**src/hdl/rme_pkg.sv**
```systemverilog
// ----------------------------------------------------------------------------
// RSA modular exponentiation package
// Shared types and register indexes.
// ----------------------------------------------------------------------------
package rme_pkg;
	localparam int CFG_IDX_W = 1;
	typedef enum logic [CFG_IDX_W-1:0] {
		REG_EXPONENT = 1'b0,
		REG_MODULUS  = 1'b1
	} reg_idx_t;

	typedef struct packed {
		logic start;
		logic done;
	} mul_ctl_t;
endpackage

```
**src/hdl/rme_mulmod.sv**
```systemverilog
// ----------------------------------------------------------------------------
// Bit-serial modular multiplier
// Computes a*b mod n by doubling and adding, one multiplier bit per cycle.
// ----------------------------------------------------------------------------
module rme_mulmod import rme_pkg::*; #(
	parameter int W = 34
) (
	input  logic         clk,
	input  logic         arst_n,
	input  logic         start,
	input  logic [W-1:0] a,
	input  logic [W-1:0] b,
	input  logic [W-1:0] n,
	output mul_ctl_t     ctl,
	output logic [W-1:0] p
);
	localparam int CW = $clog2(W + 1);
	logic [W-1:0]  acc_q, b_q;
	logic [CW-1:0] cnt_q;
	logic          run_q, done_q;
	logic [W:0]    dbl, dbl_r, sum;
	logic [W-1:0]  d1;

	always_comb begin
		dbl   = {acc_q, 1'b0};
		dbl_r = (dbl >= {1'b0, n}) ? dbl - {1'b0, n} : dbl;
		d1    = dbl_r[W-1:0];
		sum   = {1'b0, d1} + {1'b0, a};
		if (b_q[W-1]) begin
			if (sum >= {1'b0, n})
				sum = sum - {1'b0, n};
		end else begin
			sum = {1'b0, d1};
		end
	end

	always_ff @(posedge clk or negedge arst_n) begin
		if (!arst_n) begin
			run_q  <= 1'b0;
			done_q <= 1'b0;
			cnt_q  <= '0;
		end else begin
			done_q <= 1'b0;
			if (start) begin
				run_q <= 1'b1;
				cnt_q <= CW'(W);
			end else if (run_q) begin
				cnt_q <= cnt_q - 1'b1;
				if (cnt_q == CW'(1)) begin
					run_q  <= 1'b0;
					done_q <= 1'b1;
				end
			end
		end
	end

	always_ff @(posedge clk) begin
		if (start) begin
			acc_q <= '0;
			b_q   <= b;
		end else if (run_q) begin
			acc_q <= sum[W-1:0];
			b_q   <= {b_q[W-2:0], 1'b0};
		end
	end

	assign ctl.start = run_q;
	assign ctl.done  = done_q;
	assign p         = acc_q;
endmodule

```
**src/hdl/rsa_modular_exponentiation.sv**
```systemverilog
// ----------------------------------------------------------------------------
// RSA modular exponentiation
// result_word = message_word ^ exponent mod modulus, square-and-multiply.
// ----------------------------------------------------------------------------
// Usage:
//   Write exponent (index 0) and modulus (index 1) on the cfg channel while
//   idle; cfg_ready is always high. Pulse start with message_word when busy
//   is low. One beat in gives one beat out: result_word with done high for
//   exactly one cycle.
// Sequence: first the message is reduced mod modulus, one bit per cycle.
//   Then for each of MOD_BITS exponent bits a square and, for a set bit, a
//   multiply run on the shared bit-serial multiplier.
// Throughput: one item at a time; busy is high from accept until the cycle
//   before done, so the next start can be taken in the done cycle.
// Reset: exponent and modulus return to 1, controller goes idle.
// The receiver cannot stall; done is a single-cycle strobe.
// ----------------------------------------------------------------------------
module rsa_modular_exponentiation import rme_pkg::*; #(
	parameter int MOD_BITS = 34
) (
	input  logic                clk,
	input  logic                arst_n,
	input  logic                cfg_valid,
	output logic                cfg_ready,
	input  logic [CFG_IDX_W-1:0] cfg_index,
	input  logic [MOD_BITS-1:0] cfg_data,
	input  logic                start,
	output logic                busy,
	input  logic [MOD_BITS-1:0] message_word,
	output logic                done,
	output logic [MOD_BITS-1:0] result_word
);
	localparam int W  = MOD_BITS;
	localparam int CW = $clog2(W + 1);

	typedef enum logic [5:0] {
		ST_IDLE = 6'b000001,
		ST_RED  = 6'b000010,
		ST_SQ   = 6'b000100,
		ST_MUL  = 6'b001000,
		ST_WAIT = 6'b010000,
		ST_OUT  = 6'b100000
	} state_t;

	state_t        state_q;
	logic [W-1:0]  exp_q, mod_q, base_q, acc_q, e_q, msg_q;
	logic [CW-1:0] cnt_q;
	logic          is_sq_q, mstart;
	logic [W:0]    rem_sh, rem_nx;
	logic [W-1:0]  mul_a, mul_b, mul_p;
	mul_ctl_t      mctl;

	assign cfg_ready = 1'b1;
	assign busy      = (state_q != ST_IDLE);

	always_ff @(posedge clk or negedge arst_n) begin
		if (!arst_n) begin
			exp_q <= W'(1);
			mod_q <= W'(1);
		end else if (cfg_valid) begin
			unique case (reg_idx_t'(cfg_index))
				REG_EXPONENT: exp_q <= cfg_data;
				REG_MODULUS:  mod_q <= cfg_data;
				default: ;
			endcase
		end
	end

	// restoring remainder, one message bit per cycle
	always_comb begin
		rem_sh = {base_q, msg_q[W-1]};
		rem_nx = (rem_sh >= {1'b0, mod_q}) ? rem_sh - {1'b0, mod_q} : rem_sh;
	end

	assign mul_a = is_sq_q ? acc_q : base_q;
	assign mul_b = acc_q;

	rme_mulmod #(.W(W)) u_mul (
		.clk    (clk),
		.arst_n (arst_n),
		.start  (mstart),
		.a      (mul_a),
		.b      (mul_b),
		.n      (mod_q),
		.ctl    (mctl),
		.p      (mul_p)
	);

	always_ff @(posedge clk or negedge arst_n) begin
		if (!arst_n) begin
			state_q <= ST_IDLE;
			mstart  <= 1'b0;
			done    <= 1'b0;
			cnt_q   <= '0;
			is_sq_q <= 1'b0;
		end else begin
			mstart <= 1'b0;
			done   <= 1'b0;
			unique case (state_q)
				ST_IDLE: begin
					if (start) begin
						state_q <= ST_RED;
						cnt_q   <= CW'(W);
					end
				end
				ST_RED: begin
					cnt_q <= cnt_q - 1'b1;
					if (cnt_q == CW'(1)) begin
						state_q <= ST_SQ;
						cnt_q   <= CW'(W);
					end
				end
				ST_SQ: begin
					is_sq_q <= 1'b1;
					mstart  <= 1'b1;
					state_q <= ST_WAIT;
				end
				ST_MUL: begin
					is_sq_q <= 1'b0;
					mstart  <= 1'b1;
					state_q <= ST_WAIT;
				end
				ST_WAIT: begin
					if (mctl.done) begin
						if (is_sq_q && e_q[W-1]) begin
							state_q <= ST_MUL;
						end else begin
							cnt_q <= cnt_q - 1'b1;
							state_q <= (cnt_q == CW'(1)) ? ST_OUT : ST_SQ;
						end
					end
				end
				ST_OUT: begin
					done    <= 1'b1;
					state_q <= ST_IDLE;
				end
				default: state_q <= ST_IDLE;
			endcase
		end
	end

	always_ff @(posedge clk) begin
		unique case (state_q)
			ST_IDLE: begin
				msg_q  <= message_word;
				base_q <= '0;
				e_q    <= exp_q;
				acc_q  <= (mod_q <= W'(1)) ? '0 : W'(1);
			end
			ST_RED: begin
				base_q <= rem_nx[W-1:0];
				msg_q  <= {msg_q[W-2:0], 1'b0};
			end
			ST_WAIT: begin
				if (mctl.done) begin
					acc_q <= mul_p;
					if (!(is_sq_q && e_q[W-1]))
						e_q <= {e_q[W-2:0], 1'b0};
				end
			end
			ST_OUT: result_word <= acc_q;
			default: ;
		endcase
	end
endmodule
```
**config.mk**
```make
export PLATFORM = sky130hd
export DESIGN_NAME = rsa_modular_exponentiation
export DESIGN_NICKNAME = d
export VERILOG_FILES = /design/src/hdl/rme_pkg.sv /design/src/hdl/rme_mulmod.sv /design/src/hdl/rsa_modular_exponentiation.sv
export SDC_FILE = /design/constraint.sdc
export NUM_CORES = 1
export LEC_CHECK = 0
export BUFFER_PORTS_ARGS = -buffer_cell sky130_fd_sc_hd__buf_2
export CAP_MARGIN = 20
export CORE_MARGIN = 2
export CORE_UTILIZATION = 36
export DETAILED_ROUTE_END_ITERATION = 8
export SETUP_SLACK_MARGIN = 0.2
export SLEW_MARGIN = 25
export SYNTH_ARGS = -nofsm -noshare
export SYNTH_HDL_FRONTEND = slang
export SYNTH_SLANG_ARGS = --single-unit
export TNS_END_PERCENT = 20
```
**constraint.sdc**
```tcl
create_clock -name clk -period 10.1 [get_ports clk]
set_clock_uncertainty 0.05 [all_clocks]
set_input_delay 1.01 -clock clk [delete_from_list [all_inputs] [get_ports clk]]
set_output_delay 1.01 -clock clk [all_outputs]
set_load 0.02 [all_outputs]
```
==> flow_metrics.tcl <==
set metrics [dict create \
    rsz0062_at_grt "no" \
    fin_crit_sh 0.917 \
    synth_top_area_frac 0.285 \
    syn2layout_area_growth_pct 12.9 \
    synth_cells 2224 \
    ys_seq_area_frac 0.423 \
    synth_top_cell_by_area "edfxtp_1" \
    worstMarginPinSlew_ns 0.997 \
    async_reset_ff_frac 0.277 \
    synth_edf_count 204 \
    io_buffers 108 \
    dr.pass1.iters 7 \
    hold_class "in -> async" \
    post_drt_via_cell_ratio 5.66 \
    drv_slew 0 \
    worstSkewPairLatency_ns 0.58 \
    ys_types 83 \
    worst_path_max_delay_cell "a31oi_4" \
    hold_viol 0 \
    ys_seq_elements 329 \
    crit_buf_inv 2 \
    max_stage_delay_ns 0.83 \
    drive_above_1_share 0.160 \
    fillers 5754 \
    core.rowCount 89 \
    root_buffer "clkbuf_16" \
    die_w_microns 248 \
    ant_nets 0 \
    routed_wl_microns 67500 \
    required_ns 10.51 \
    cp.arrival_ns 9.67 \
    ys_warn_count 0 \
    fin_nets 2523 \
    cts_tree "built" \
    gr-max-usage-layer "met2" \
    syn_area_sq_um 21500 \
    numCtsBuffers 40 \
    cp_max_fo 29 \
    num_vias 17600 \
    syn_area_per_cell_sq_um 9.67 \
    grt_max_degree 70 \
    htree_levels 2 \
    drt_iter0_drc 1573 \
    clockBufferDepth 3 \
    grt_pass1_wl_microns 102000 \
    wire_per_inst_microns 21.7 \
    groute.layer.met1.usage 0.317 \
    end_kind "flop" \
    n_antenna_cell 0 \
    r2r-start "mod_q[4]$_DFFE_PN0P_" \
    cts.clk_slew.worst_paths_ns 0.06 \
    initial_core_util 0.364 \
    antenna_found_initial 0 \
    synth_nets 2441 \
    clock.fmax_mhz 108 \
    path_delay_family "compound AO/OA/AOI/OAI gates" \
    fin_tns_setup_ns 0 \
    cpMostUsedCell "a21oi_1" \
    use_met3 0.0243 \
    use_met2 0.332 \
    grt_usage 0.218 \
    relSlewSlack 0.335 \
    die_h_microns 248 \
    core_area_sq_um 59000 \
    gp_congestion 0.939 \
    gr-total-overflow 0 \
    crit_type "reg -> reg" \
    num_io_pins 110 \
    die_area_sq_um 61700 \
    cap_viol_max_count 0 \
    worstSetupStartpointType "flop" \
    ys_top_cells_by_area "edfxtp_1 28%, dfrtp_1 10%, ha_1 8.1%" \
    cts_sinks 329 \
    crit_start "mod_q[4]$_DFFE_PN0P_" \
    fin_crit_ns 9.26 \
    first_global_vias 17000 \
    setup_viol 0 \
    status "finished clean" \
    worst-r2r-setup-slack_ns 0.84 \
    place_hpwl_microns 50500 \
    ys.flop_type "edfxtp_1" \
    drcViolationCount 0 \
]
==> logic make-up (layout without fill, tap and decap cells) <==
kind of cell | Yosys count | after routing | synth area share
mux | 164 | 164 | 0.0849
flops | 329 | 329 | 0.423
compound gates | 529 | 529 | 0.164
fa+ha+maj | 144 | 144 | 0.0852
other cells | 1 | 1 | 0.000174
xor+xnor | 116 | 116 | 0.0473
simple gates | 769 | 769 | 0.165
buf+inv | 172 | 285 | 0.0306
==> state kept, by name, summed over array words and instances (netlist names) <==
signal        flops
u_mul.b_q        34
is_sq_q           1
u_mul.p          34
msg_q            34
state_q           6
e_q              34
u_mul.run_q       1
u_mul.done_q      1
mod_q            34
done              1
mstart            1
result_word      34
base_q           34
cnt_q             6
exp_q            34
acc_q            34
u_mul.cnt_q       6
==> worst paths after layout <==
path	end	cells after the start
setup / recovery	u_mul.p[9]$_SDFFE_PP0P_	31
setup reg to reg	u_mul.p[9]$_SDFFE_PP0P_	31
hold / removal	cnt_q[5]$_DFFE_PN0P_	1
hold reg to reg	result_word[27]$_DFFE_PP_	0
max in group asynchronous	exp_q[9]$_DFFE_PN0P_	2
min in group clk	result_word[27]$_DFFE_PP_	0
==> routing by layer <==
| metal | vias to the layer above | part of all wire |
|---|---|---|
| li1 | 8313 | - |
| met1 | 8552 | 0.46 |
| met2 | 613 | 0.44 |
| met3 | 134 | 0.066 |
| met4 | 0 | 0.035 |
| met5 | - | 0 |
==> cell usage after synthesis (all sizes together), types with 8 or more instances <==
| library cell | n |
|---|---|
| a2111oi | 9 |
| a211o | 8 |
| a211oi | 36 |
| a21o | 69 |
| a21oi | 145 |
| a221o | 10 |
| a311oi | 8 |
| a31oi | 18 |
| and2 | 46 |
| and3 | 18 |
| and4 | 10 |
| buf | 10 |
| clkbuf | 86 |
| dfrtp | 88 |
| dfxtp | 34 |
| edfxtp | 204 |
| ha | 140 |
| inv | 76 |
| mux2 | 146 |
| mux2i | 18 |
| nand2 | 332 |
| nand2b | 35 |
| nand3 | 31 |
| nand4 | 20 |
| nor2 | 169 |
| nor2b | 20 |
| nor3 | 37 |
| nor4 | 13 |
| o211ai | 13 |
| o21a | 17 |
| o21ai | 89 |
| o21bai | 19 |
| o31ai | 12 |
| o32ai | 13 |
| or3 | 8 |
| xnor2 | 74 |
| xor2 | 42 |
==> through the flow <==
step / hold slack [ns] / setup WS (ns) / utilization / instance area (sq um) / instances
2_1_floorplan: 0.388 / 2.69 / - / 21500 / 2224
3_3_place_gp: 0.419 / 0.934 / 0.388 / 22900 / 3036
3_5_place_dp: 0.428 / 0.843 / 0.388 / 22900 / 3036
4_1_cts: 0.271 / 0.813 / 0.410 / 24200 / 3109
5_1_grt: 0.301 / 0.324 / 0.411 / 24300 / 3110
6_report: 0.290 / 0.839 / 0.411 / 24300 / 3110
==> worst reg2reg max path, delay by kind of cell (launching register included) <==
family | cells | cell delay, ns
xor+xnor | 1 | 0.19
fa+ha+maj | 4 | 1.49
flops | 1 | 0.36
simple gates | 3 | 0.42
buf+inv | 2 | 0.28
compound gates | 21 | 6.37
==> cell type report <==
| type | instances | area (sq um) | area share |
|---|---|---|---|
| sequential | 329 | 9090 | 0.375 |
| timing repair buffer | 136 | 777 | 0.0320 |
| clock inverter | 20 | 221 | 0.00913 |
| multi-input combinational | 1723 | 11800 | 0.487 |
| clock buffer | 53 | 1110 | 0.0458 |
| inverter | 76 | 285 | 0.0118 |
| tap | 773 | 967 | 0.0399 |
==> placed cells by master, fill, tap and decap left out, types with 19 or more instances in the layout <==
cell type	Yosys	final
dfrtp_1	88	86
xor2_1	42	42
nand3_1	31	31
a21o_1	69	69
xnor2_1	74	74
nand4_1	20	20
and2_1	46	46
nor3_1	37	37
inv_1	76	76
nand2_1	332	331
a21oi_1	145	145
edfxtp_1	204	204
mux2_2	146	146
buf_2	7	107
buf_4	1	27
ha_1	140	140
nor2b_1	20	19
dfxtp_1	34	34
o21ai_0	83	83
clkbuf_16	0	42
nor2_1	169	169
nand2b_1	35	35
a211oi_1	36	35
==> what timing repair did <==
action / in CTS / in global routing
endpoints found under the setup margin: 0 / 17
buffers inserted: 0 / 0
hold buffers: 0 / 0
hold endpoints to repair: 0 / 0
gates resized for setup: 0 / 3
Power is not shown: default switching activity piles up to over one toggle a cycle in this logic, so the estimate is an artifact.
